File: config.mk
export PLATFORM = sky130hd
export DESIGN_NAME = bitmap_set_bit_iterator_top
export DESIGN_NICKNAME = d
export VERILOG_FILES = /design/src/hdl/bsi_pkg.sv /design/src/hdl/bitmap_set_bit_iterator_top.sv /design/src/hdl/bsi_ram.sv /design/src/hdl/bsi_scan.sv
export SDC_FILE = /design/constraint.sdc
export NUM_CORES = 2
export LEC_CHECK = 0
export ABC_CLOCK_PERIOD_IN_PS = 10950
export BUFFER_PORTS_ARGS = -buffer_cell sky130_fd_sc_hd__buf_2
export CORE_ASPECT_RATIO = 0.5
export CORE_MARGIN = 2
export CORE_UTILIZATION = 40
export CTS_BUF_LIST = sky130_fd_sc_hd__clkbuf_8
export CTS_CLUSTER_SIZE = 40
export DETAILED_ROUTE_END_ITERATION = 6
export GPL_TIMING_DRIVEN = 0
export SLEW_MARGIN = 20
export SYNTH_ARGS = -nofsm -noshare
export SYNTH_HDL_FRONTEND = slang
export SYNTH_HIERARCHICAL = 1
export SYNTH_SLANG_ARGS = --single-unit
File: constraint.sdc
create_clock -name clk -period 10.95 [get_ports clk]
set_input_delay 2.19 -clock clk [delete_from_list [all_inputs] [get_ports clk]]
set_output_delay 2.19 -clock clk [all_outputs]
set_load 0.02 [all_outputs]
File: src/hdl/bsi_pkg.sv
// Shared types and constants for the bitmap set-bit iterator.
// Used by bsi_scan and bitmap_set_bit_iterator_top; no dependencies.
package bsi_pkg;

    localparam int WORD_BITS = 32;
    localparam int WORD_LOG  = 5;
    localparam int BIT_W     = 12;
    localparam int WIDX_W    = 7;
    localparam int DEF_WORDS = 128;

    localparam logic [1:0] OP_WRITE = 2'd0;
    localparam logic [1:0] OP_FWD   = 2'd1;
    localparam logic [1:0] OP_REV   = 2'd2;
    localparam logic [1:0] OP_ADV   = 2'd3;

    typedef struct packed {
        logic [1:0]           op;
        logic [WIDX_W-1:0]    word_index;
        logic [WORD_BITS-1:0] word_data;
        logic [BIT_W-1:0]     start_bit;
        logic [BIT_W-1:0]     end_bit;
    } cmd_t;

    typedef struct packed {
        logic [BIT_W-1:0] element;
        logic             element_valid;
        logic             more;
        logic             error;
    } result_t;

    typedef struct packed {
        logic [BIT_W-1:0] lo;
        logic [BIT_W-1:0] hi;
        logic             reverse;
    } scan_req_t;

    typedef struct packed {
        logic             done;
        logic             hit;
        logic [BIT_W-1:0] index;
    } scan_rsp_t;

    typedef enum logic {
        ST_IDLE,
        ST_SCAN
    } state_t;

endpackage

File: src/hdl/bitmap_set_bit_iterator_top.sv
// Top level of the bitmap set-bit iterator: command decode, walk state, bitmap RAM.
// Depends on bsi_pkg, bsi_ram and bsi_scan.
//
// The block holds a bitmap of WORDS words of 32 bits, empty after reset, and walks
// its set bits in either direction. A command transfers at a rising edge with
// start high and busy low; one result follows for every command, shown for one
// cycle with done high, and it cannot be held off. Writing a word, a walk whose
// range is empty, an advance at the bound and an advance with nothing pending
// answer in the cycle after the transfer. A walk start or an advance that has to
// search reads the bitmap one word per cycle from the word where the search
// begins until the first word holding a set bit in range, or the last word of the
// range. Each word is read through the registered read port of the bitmap RAM,
// checked as it comes back, and the result is registered. busy drops in the cycle
// the result is shown, so the next command may transfer at that edge.
// Reset empties the bitmap at once through one valid flag per word; a word never
// written reads as zero.
module bitmap_set_bit_iterator_top
    import bsi_pkg::*;
#(
    parameter int WORDS = DEF_WORDS
) (
    input  logic    clk,
    input  logic    rst_n,
    input  logic    start,
    input  cmd_t    cmd,
    output logic    busy,
    output logic    done,
    output result_t result
);

    localparam int          AW       = (WORDS > 1) ? $clog2(WORDS) : 1;
    localparam logic [31:0] CAP_LAST = 32'(WORDS * WORD_BITS - 1);

    state_t           state_reg, state_next;
    logic [BIT_W-1:0] pidx_reg, pidx_next;
    logic             pv_reg, pv_next;
    logic [BIT_W-1:0] bound_reg, bound_next;
    logic             rev_reg, rev_next;
    logic             done_reg, done_next;
    result_t          res_reg, res_next;
    logic [WORDS-1:0] wvld_reg;
    logic             rvld_reg;

    logic                 we;
    logic [AW-1:0]        waddr;
    logic                 scan_go;
    scan_req_t            scan_req;
    scan_rsp_t            scan_rsp;
    logic                 rd_en;
    logic [WIDX_W-1:0]    rd_word;
    logic [AW-1:0]        raddr;
    logic [WORD_BITS-1:0] ram_q;
    logic [WORD_BITS-1:0] rd_data;
    logic [BIT_W-1:0]     fwd_bound;
    logic [BIT_W-1:0]     rev_start;
    logic                 widx_ok;

    // clamp to the last bit of the bitmap
    assign fwd_bound = ({20'd0, cmd.end_bit} < CAP_LAST) ? cmd.end_bit
                                                         : CAP_LAST[BIT_W-1:0];
    assign rev_start = ({20'd0, cmd.start_bit} < CAP_LAST) ? cmd.start_bit
                                                           : CAP_LAST[BIT_W-1:0];
    assign widx_ok   = ({25'd0, cmd.word_index} < 32'(WORDS));
    assign waddr     = AW'(cmd.word_index);
    assign raddr     = AW'(rd_word);

    // a word with its flag clear still holds the reset value
    assign rd_data = rvld_reg ? ram_q : '0;

    assign busy   = (state_reg != ST_IDLE);
    assign done   = done_reg;
    assign result = res_reg;

    bsi_ram #(
        .WIDTH (WORD_BITS),
        .DEPTH (WORDS)
    ) u_ram (
        .clk   (clk),
        .we    (we),
        .waddr (waddr),
        .wdata (cmd.word_data),
        .re    (rd_en),
        .raddr (raddr),
        .rdata (ram_q)
    );

    bsi_scan u_scan (
        .clk     (clk),
        .rst_n   (rst_n),
        .go      (scan_go),
        .req     (scan_req),
        .rd_en   (rd_en),
        .rd_word (rd_word),
        .rd_data (rd_data),
        .rsp     (scan_rsp)
    );

    always_comb
    begin
        state_next = state_reg;
        pidx_next  = pidx_reg;
        pv_next    = pv_reg;
        bound_next = bound_reg;
        rev_next   = rev_reg;
        res_next   = res_reg;
        done_next  = 1'b0;
        we         = 1'b0;
        scan_go    = 1'b0;
        scan_req   = '0;

        case (state_reg)
            ST_IDLE:
            begin
                if (start)
                begin
                    res_next = '0;
                    case (cmd.op)
                        OP_WRITE:
                        begin
                            // out-of-range word: drop the write, still answer
                            we            = widx_ok;
                            res_next.more = pv_reg;
                            done_next     = 1'b1;
                        end
                        OP_FWD:
                        begin
                            rev_next   = 1'b0;
                            bound_next = fwd_bound;
                            pv_next    = 1'b0;
                            pidx_next  = '0;
                            if (cmd.start_bit > fwd_bound)
                            begin
                                done_next = 1'b1;
                            end
                            else
                            begin
                                scan_go          = 1'b1;
                                scan_req.lo      = cmd.start_bit;
                                scan_req.hi      = fwd_bound;
                                scan_req.reverse = 1'b0;
                                state_next       = ST_SCAN;
                            end
                        end
                        OP_REV:
                        begin
                            rev_next   = 1'b1;
                            bound_next = cmd.end_bit;
                            pv_next    = 1'b0;
                            pidx_next  = '0;
                            if (cmd.end_bit > rev_start)
                            begin
                                done_next = 1'b1;
                            end
                            else
                            begin
                                scan_go          = 1'b1;
                                scan_req.lo      = cmd.end_bit;
                                scan_req.hi      = rev_start;
                                scan_req.reverse = 1'b1;
                                state_next       = ST_SCAN;
                            end
                        end
                        OP_ADV:
                        begin
                            if (!pv_reg)
                            begin
                                // nothing pending: flag it, hold all state
                                res_next.error = 1'b1;
                                done_next      = 1'b1;
                            end
                            else
                            begin
                                res_next.element       = pidx_reg;
                                res_next.element_valid = 1'b1;
                                if (rev_reg ? (pidx_reg <= bound_reg)
                                            : (pidx_reg >= bound_reg))
                                begin
                                    // at the bound: the walk ends here
                                    pv_next   = 1'b0;
                                    pidx_next = '0;
                                    done_next = 1'b1;
                                end
                                else
                                begin
                                    scan_go          = 1'b1;
                                    scan_req.reverse = rev_reg;
                                    scan_req.lo      = rev_reg ? bound_reg : pidx_reg + 1'b1;
                                    scan_req.hi      = rev_reg ? pidx_reg - 1'b1 : bound_reg;
                                    state_next       = ST_SCAN;
                                end
                            end
                        end
                        default:
                        begin
                            done_next = 1'b1;
                        end
                    endcase
                end
            end
            ST_SCAN:
            begin
                if (scan_rsp.done)
                begin
                    pv_next       = scan_rsp.hit;
                    pidx_next     = scan_rsp.hit ? scan_rsp.index : '0;
                    res_next.more = scan_rsp.hit;
                    done_next     = 1'b1;
                    state_next    = ST_IDLE;
                end
            end
            default:
            begin
                state_next = ST_IDLE;
            end
        endcase
    end

    always_ff @(posedge clk or negedge rst_n)
    begin
        if (!rst_n)
        begin
            state_reg <= ST_IDLE;
            pidx_reg  <= '0;
            pv_reg    <= 1'b0;
            bound_reg <= '0;
            rev_reg   <= 1'b0;
            done_reg  <= 1'b0;
            wvld_reg  <= '0;
            rvld_reg  <= 1'b0;
        end
        else
        begin
            state_reg <= state_next;
            pidx_reg  <= pidx_next;
            pv_reg    <= pv_next;
            bound_reg <= bound_next;
            rev_reg   <= rev_next;
            done_reg  <= done_next;
            if (we)
            begin
                wvld_reg[waddr] <= 1'b1;
            end
            if (rd_en)
            begin
                rvld_reg <= wvld_reg[raddr];
            end
        end
    end

    always_ff @(posedge clk)
    begin
        res_reg <= res_next;
    end

    a_done_when_free: assert property (@(posedge clk) disable iff (!rst_n)
        done |-> !busy)
        else $error("result shown while a search is still running");

    a_error_alone: assert property (@(posedge clk) disable iff (!rst_n)
        (done && result.error) |-> (!result.element_valid && !result.more))
        else $error("error result carries an element or a pending one");

    a_scan_only_busy: assert property (@(posedge clk) disable iff (!rst_n)
        scan_rsp.done |-> (state_reg == ST_SCAN))
        else $error("search answer arrived outside a search");

endmodule

File: src/hdl/bsi_ram.sv
// Generic simple dual-port RAM: one write port, one read port, registered read.
// No dependencies.
module bsi_ram #(
    parameter int WIDTH = 32,
    parameter int DEPTH = 128
) (
    input  logic                                 clk,
    input  logic                                 we,
    input  logic [((DEPTH > 1) ? $clog2(DEPTH) : 1)-1:0] waddr,
    input  logic [WIDTH-1:0]                     wdata,
    input  logic                                 re,
    input  logic [((DEPTH > 1) ? $clog2(DEPTH) : 1)-1:0] raddr,
    output logic [WIDTH-1:0]                     rdata
);

    logic [WIDTH-1:0] mem [DEPTH];

    always_ff @(posedge clk)
    begin
        if (we)
        begin
            mem[waddr] <= wdata;
        end
        if (re)
        begin
            rdata <= mem[raddr];
        end
    end

endmodule

File: src/hdl/bsi_scan.sv
// Word-serial set-bit search over an inclusive bit range, either direction.
// Streams one word read per cycle into the bitmap RAM; depends on bsi_pkg.
module bsi_scan
    import bsi_pkg::*;
(
    input  logic                 clk,
    input  logic                 rst_n,
    input  logic                 go,
    input  scan_req_t            req,
    output logic                 rd_en,
    output logic [WIDX_W-1:0]    rd_word,
    input  logic [WORD_BITS-1:0] rd_data,
    output scan_rsp_t            rsp
);

    localparam logic [WORD_LOG-1:0] POS_MAX = WORD_LOG'(WORD_BITS - 1);

    logic [BIT_W-1:0]  lo_reg, lo_next;
    logic [BIT_W-1:0]  hi_reg, hi_next;
    logic              rev_reg, rev_next;
    logic              active_reg, active_next;
    logic              iss_more_reg, iss_more_next;
    logic [WIDX_W-1:0] iss_word_reg, iss_word_next;
    logic              chk_vld_reg, chk_vld_next;
    logic [WIDX_W-1:0] chk_word_reg, chk_word_next;

    logic [WIDX_W-1:0]    lo_w, hi_w, last_w;
    logic [WORD_BITS-1:0] mask, hits;
    logic [WORD_LOG-1:0]  pos_low, pos_high, pos_sel;
    logic                 hit_any;

    assign lo_w   = lo_reg[BIT_W-1:WORD_LOG];
    assign hi_w   = hi_reg[BIT_W-1:WORD_LOG];
    assign last_w = rev_reg ? lo_w : hi_w;

    // trim the word under check to the part that lies inside the range
    always_comb
    begin
        mask = '1;
        if (chk_word_reg == lo_w)
        begin
            mask = mask & ({WORD_BITS{1'b1}} << lo_reg[WORD_LOG-1:0]);
        end
        if (chk_word_reg == hi_w)
        begin
            mask = mask & ({WORD_BITS{1'b1}} >> (POS_MAX - hi_reg[WORD_LOG-1:0]));
        end
        hits    = rd_data & mask;
        hit_any = |hits;
    end

    always_comb
    begin
        pos_low  = '0;
        pos_high = '0;
        for (int i = WORD_BITS - 1; i >= 0; i--)
        begin
            if (hits[i])
            begin
                pos_low = WORD_LOG'(i);
            end
        end
        for (int i = 0; i < WORD_BITS; i++)
        begin
            if (hits[i])
            begin
                pos_high = WORD_LOG'(i);
            end
        end
        pos_sel = rev_reg ? pos_high : pos_low;
    end

    always_comb
    begin
        lo_next       = lo_reg;
        hi_next       = hi_reg;
        rev_next      = rev_reg;
        active_next   = active_reg;
        iss_more_next = iss_more_reg;
        iss_word_next = iss_word_reg;
        chk_vld_next  = 1'b0;
        chk_word_next = chk_word_reg;
        rd_en         = 1'b0;
        rd_word       = iss_word_reg;
        rsp           = '0;

        if (go)
        begin
            lo_next       = req.lo;
            hi_next       = req.hi;
            rev_next      = req.reverse;
            active_next   = 1'b1;
            iss_more_next = 1'b1;
            iss_word_next = req.reverse ? req.hi[BIT_W-1:WORD_LOG] : req.lo[BIT_W-1:WORD_LOG];
        end
        else if (active_reg)
        begin
            // issue the next word read
            if (iss_more_reg)
            begin
                rd_en         = 1'b1;
                chk_vld_next  = 1'b1;
                chk_word_next = iss_word_reg;
                if (iss_word_reg == last_w)
                begin
                    iss_more_next = 1'b0;
                end
                else if (rev_reg)
                begin
                    iss_word_next = iss_word_reg - 1'b1;
                end
                else
                begin
                    iss_word_next = iss_word_reg + 1'b1;
                end
            end
            // check the word that came back; stop on a hit or at the last word
            if (chk_vld_reg && (hit_any || (chk_word_reg == last_w)))
            begin
                rsp.done      = 1'b1;
                rsp.hit       = hit_any;
                rsp.index     = {chk_word_reg, pos_sel};
                active_next   = 1'b0;
                iss_more_next = 1'b0;
                chk_vld_next  = 1'b0;
            end
        end
    end

    always_ff @(posedge clk or negedge rst_n)
    begin
        if (!rst_n)
        begin
            active_reg   <= 1'b0;
            iss_more_reg <= 1'b0;
            chk_vld_reg  <= 1'b0;
        end
        else
        begin
            active_reg   <= active_next;
            iss_more_reg <= iss_more_next;
            chk_vld_reg  <= chk_vld_next;
        end
    end

    always_ff @(posedge clk)
    begin
        lo_reg       <= lo_next;
        hi_reg       <= hi_next;
        rev_reg      <= rev_next;
        iss_word_reg <= iss_word_next;
        chk_word_reg <= chk_word_next;
    end

    a_go_when_free: assert property (@(posedge clk) disable iff (!rst_n)
        go |-> !active_reg)
        else $error("search started while one is running");

    a_done_stops: assert property (@(posedge clk) disable iff (!rst_n)
        rsp.done |=> (!active_reg && !chk_vld_reg && !rd_en))
        else $error("search kept running after its answer");

    a_check_follows_read: assert property (@(posedge clk) disable iff (!rst_n)
        chk_vld_reg |-> $past(rd_en))
        else $error("word checked without a read the cycle before");

endmodule
After elaboration in Yosys (flattened, before gate mapping)
Memories as Yosys holds them, arrays and structs flattened. A register that Yosys moved wholly into a read port is not among the register bits.
Index checks and enable logic that the tools add are counted.
- flip-flop bits (word level): 214
- input bits: 68
- word-level logic and storage cells: 224
- memories kept: 1
- RAM bits: 4096
- memory list (memory ; depth ; width ; read ports ; clocked after Yosys merged registers in ; wr ports ; RTL line ; text):
    u_ram.mem ; 128 ; 32 ; 1 ; 1 ; 1 ; bsi_ram.sv:16 ; logic [WIDTH-1:0] mem [DEPTH];
- magnitude comparators: 9
- shift-type cells: 2
- add/sub/neg operators: 5
- bitwise gates (word level): 6
- reduce and logical (&&, ||, !) cells: 18
- eq/ne operators: 13
- mux-type cells: 148
- operator list (cell ; number):
    $mux 5 ; 49
    $mux 25 ; 6
    $or 128x128->128 ; 1
    $mux 12 ; 9
    $mux 32 ; 3
    $pmux 25 s3 ; 1
    $pmux 12 s2 ; 3
    $and 32x32->32 ; 2
    $mux 7 ; 7
    $mux 14 ; 3
    $mux 1 ; 41
    $mux 4 ; 8
    $reduce_or 32->1 ; 1
    $shl 32x5->32 const A ; 1
    $shr 32x5->32 const A ; 1
    $eq 7x7->1 ; 4
    $gt 12x12->1 ; 2
    $lt 12x12->1 const B ; 2
    $lt 7x8->1 const B ; 2
    $mux 13 ; 1
    $add 12x1->12 const B ; 1
    $ge 12x12->1 ; 1
    $le 12x12->1 ; 1
    $mux 3 ; 4
    26 further kinds ; 47

Logic depth before layout (Yosys ltp)
- depth in word-level cells: 44
- gate-level depth with buffers: 21
- gate-level depth less buffers: 16

Modules after synthesis
The synthesis kept the hierarchy.
- modules (own cells, without submodules) (module ; instances ; cells an instance ; area an instance (um^2)):
    bsi_ram ; 1 ; 5990 ; 156596.4
    bitmap_set_bit_iterator_top ; 1 ; 886 ; 9446.6
    bsi_scan ; 1 ; 500 ; 4247.8

Worst setup path after synthesis
Ideal clock, no wire load.
- path kind: input port to flip-flop
- start point: input port cmd[11] in the netlist's numbering
- end point: register rvld_reg
- buffers on the path: 2
- setup slack: 3744 ps
- arrival: 7104 ps
- stages: 17
- data required time: 10848 ps
- setup time: 102 ps
- path through: inv_1 -> ha_1 -> a21oi_1 -> o21ai_0 -> a2111oi_0 -> a21oi_1 -> nor2b_1 -> nor2_1 -> o21ai_0 -> clkbuf_1 -> buf_1 -> nor2_1 -> nand3_1 -> a31oi_1 -> nand3_1 -> a21oi_1 -> nor4_1
- longest elaborated chain between the ends: 8
- elaborated cells on any way between the ends: 10
- ends and longest elaborated chain (what ; RTL line ; text):
    from (decl) ; bitmap_set_bit_iterator_top.sv:25 ; input cmd_t cmd,
    $lt 12x12->1 ; bitmap_set_bit_iterator_top.sv:59 ; assign fwd_bound = ({20'd0, cmd.end_bit} < CAP_LAST) ? cmd.end_bit
    $mux 12 ; bitmap_set_bit_iterator_top.sv:59 ;
    $gt 12x12->1 ; bitmap_set_bit_iterator_top.sv:131 ; if (cmd.start_bit > fwd_bound)
    $mux 1 ; bitmap_set_bit_iterator_top.sv:131 ;
    $pmux 1 s3 (*) ; bitmap_set_bit_iterator_top.sv:117 ; case (cmd.op)
    $mux 1 (*) ; bitmap_set_bit_iterator_top.sv:114 ; if (start)
    $mux 1 (*) ; bitmap_set_bit_iterator_top.sv:111 ; case (state_reg)
    named net scan_go ; bitmap_set_bit_iterator_top.sv:46 ; logic scan_go;
    $mux 1 (*) ; bsi_scan.sv:87 ; if (go)
    named net rd_en ; bitmap_set_bit_iterator_top.sv:49 ; logic rd_en;
    to (signal assigned) ; bitmap_set_bit_iterator_top.sv:245 ; rvld_reg <= wvld_reg[raddr];
    to (decl) ; bitmap_set_bit_iterator_top.sv:42 ; logic rvld_reg;
The timed path passes the listed nets; every way through them passes the cells marked *.
A chain may end at the register's enable or synchronous reset.

Final worst setup path
- start point: input port start
- end point: memory u_ram.mem[54][12], enable pin
- longest elaborated chain between the ends: 4
- ends and longest elaborated chain (what ; RTL line ; text):
    from (decl) ; bitmap_set_bit_iterator_top.sv:24 ; input logic start,
    $mux 1 ; bitmap_set_bit_iterator_top.sv:114 ;
    $mux 1 ; bitmap_set_bit_iterator_top.sv:111 ;
    named net we ; bitmap_set_bit_iterator_top.sv:44 ; logic we;
    $mux 1 ; bsi_ram.sv:20 ; if (we)
    $mux 1 (not written as such) ; bsi_ram.sv:22 ; mem[waddr] <= wdata;
    to (decl) ; bsi_ram.sv:16 ;
The timed path passes the listed nets, and every way through them passes these cells.

==> results.yml <==
outcome:
  status: "complete, but fails checks"
  violations: "design-rule violations"
synth:
  synth-edff-count: 4182
  yosysWarnings: 6
  ys_ff_latch: 4342
  yosysSeqAreaShare_pct: 76.1
  syn-cell-area_sq_um: 170000
  synth.area.top_cells: "edfxtp_1, mux4_2, dfrtp_1, clkbuf_1, a21o_1"
  syn_inst: 7376
  ys.flop_type: "edfxtp_1"
  syn_avg_cell_area_sq_um: 23.1
  yosysTopAreaCell: "edfxtp_1"
  syn_nets: 7493
  synthDistinctLibCells: 85
  yosysTopAreaCellShare_pct: 73.7
  synthArstFlopShare_pct: 3.68
clocking:
  cts_tree: "yes"
  htreeDepth: 6
  cts_setup_buffers: 0
  clock_path_buffers: 4
  cts_buffers: 645
  clock_sinks: 4342
  cts_root_buffer: "clkbuf_8"
  insertion_delay_ns: 1.09
  post_cts_resized: 0
  clk_pin_slew_ns: 0.05
  holdBufCountCts: 0
critical_path:
  cp_max_fo: 20
  startpoint_type: "input pin"
  crit_type: "input pin to register"
  crit_arrival_ns: 7.22
  cp.required_ns: 11.69
  cp-end-kind: "register"
routing:
  drt_iter0_markers: 12300
  drc_errors: 2
  via_per_inst: 5.91
  via_count: 85800
  drt_pre_antenna_iters: 7
  finalWirelength_mm: 476
  wl_per_cell_um: 32.8
  postRouteAntennaNets: 0
cells_and_area:
  layout-drive-gt1-share_pct: 32.0
  final_cells: 14500
  area_growth_pct: 15.0
  nets: 8469
  largest_reg_flops: 4096
place:
  pre_cts_slack_ns: 3.83
  globalplace.congestion: 0.893
  dp_cells: 13300
  io_buffers: 82
  detailed_place_hpwl_mm: 332
grt:
  grt_usage_pct: 21.6
  grt_pass1_wl_mm: 659
  gr-total-overflow: 0
  grt_pass1_vias: 84300
  grt_antenna_before_repair: 75
  grt_max_degree: 99
sta:
  worst_pin_slew_ns: 1.20
  fmax_mhz: 154
  maxSlewHeadroom_pct: 20.3
  final-hold-violation-count: 0
  hold_ws_ns: 0.452
  tns_ns: 0
  post-route-period-util_pct: 59.1
  slew_viol_final: 0
  worst_slack_ns: 4.48
  skew_ns: 0.0593
  setup_violations: 0
  fin_crit_ns: 6.47
  rsz0062_at_grt: "false"
hold_path:
  hold_class: "register to register"
die:
  start_util_pct: 40.2
  fp.dieArea_sq_um: 431000
  num_rows: 169
  die_height_um: 465
  io_pins: 85
  core-area_sq_um: 424000
  chipWidth_um: 927
power:
  cellPowerDensity_nw_per_um2: 220
  ir_drop_mv: 0.148
  power_w: 0.0432
  p_leak_nw: 62.5
run:
  drv_cap: 0
[routing by layer]
metal / up-vias / wire [um] / GRT usage [%]
met1: 46700 / 198000 / 31.9
met3: 663 / 54700 / 6.14
li1: 33700 / - / -
met5: - / 80 / 0.294
met2: 4658 / 210000 / 31.6
met4: 12 / 13200 / 6.22
[metrics by stage]
| stage | area, sq um | util (%) |
|---|---|---|
| after floorplan | 170000 | - |
| after global placement | 178000 | 41.9 |
| after detailed placement | 184000 | 43.5 |
| after CTS | 196000 | 46.1 |
| after global routing | 196000 | 46.2 |
| final | 196000 | 46.2 |
[final cells by class]
type / instances / area, sq um
Sequential cell: 4342 / 130000
Clock inverter: 432 / 1910
Timing Repair Buffer: 329 / 5980
Fill cell: 34700 / 228000
Buffer: 403 / 1790
Inverter: 63 / 236
Antenna cell: 46 / 115
Tap cell: 5643 / 7060
Clock buffer: 680 / 9360
Multi-Input combinational cell: 2568 / 39700
[cells by family after synthesis]
kind of cell	Yosys count	share of synthesized area [%]
xor+xnor	51	0.262
compound gates	495	2.03
flops	4342	76.1
fa+ha+maj	49	0.364
buf+inv	466	1.14
mux	1429	18.5
simple gates	544	1.58
[worst max-delay path, stage by stage]
cell	delay (ns)
buf_2	0.07
nor2b_4	0.44
and2_1	1.00
clkbuf_1	0.46
nor2b_1	0.32
nand3_1	0.73
clkbuf_2	0.82
nor2_4	0.79
buf_12	0.28
[where the power goes]
part | switching [W] | leakage [nW] | internal, W
logic | 0.00771 | 16.2 | 0.00490
clock network | 0.00609 | 6.58 | 0.00584
registers | 0.000161 | 39.8 | 0.0184
total | 0.0140 | 62.5 | 0.0292
[cells in the mapped netlist, types with 6 or more instances]
| master | number |
|---|---|
| nor2_1 | 196 |
| nand2b_1 | 17 |
| nand2_1 | 93 |
| buf_2 | 99 |
| xnor2_1 | 36 |
| nor3_1 | 35 |
| o21ai_0 | 63 |
| dfrtp_1 | 160 |
| mux2i_1 | 21 |
| nor4_1 | 10 |
| or3_1 | 9 |
| a22oi_1 | 37 |
| o21ai_1 | 12 |
| o21a_1 | 10 |
| a211oi_1 | 10 |
| ha_1 | 48 |
| buf_6 | 7 |
| nand4_1 | 18 |
| a21oi_1 | 73 |
| a31oi_1 | 15 |
| o22ai_1 | 6 |
| clkbuf_1 | 236 |
| a22o_1 | 17 |
| inv_1 | 63 |
| and3_1 | 18 |
| a21o_1 | 102 |
| mux4_2 | 1374 |
| o31ai_1 | 24 |
| o211ai_1 | 12 |
| o31a_1 | 8 |
| nand3_1 | 36 |
| and2_1 | 49 |
| xor2_1 | 15 |
| nor2b_1 | 22 |
| buf_1 | 55 |
| edfxtp_1 | 4182 |
| buf_4 | 6 |
| mux2_2 | 34 |
| o21bai_1 | 45 |
| or2_2 | 11 |
[cell usage in the layout (no fill, tap or decap), drive strengths merged, types with 45 or more instances in the layout]
cell / n
o21ai: 76
inv: 294
mux4: 1374
nor2: 197
diode: 46
clkbuf: 926
o21bai: 45
edfxtp: 4182
ha: 48
nand2: 93
a21oi: 75
dfrtp: 160
clkinv: 178
a21o: 102
and2: 50
buf: 486
[final timing paths]
path	start	to	slack (ns)	cells after the start
min reg2reg	wvld_reg[10]$_DFFE_PN0P_	wvld_reg[10]$_DFFE_PN0P_	0.45	1
max in group asynchronous	rst_n	wvld_reg[99]$_DFFE_PN0P_	8.97	2
max	start	u_ram/mem[54][12]$_DFFE_PP_	4.48	9
min in group asynchronous	rst_n	wvld_reg[32]$_DFFE_PN0P_	1.17	1
max reg2reg	u_scan/rd_word[2]$_DFFE_PP_	u_ram/rdata[28]$_DFFE_PP_	5.09	9
min	wvld_reg[10]$_DFFE_PN0P_	wvld_reg[10]$_DFFE_PN0P_	0.45	1
No activity file was read; power rests on OpenSTA's default activity.
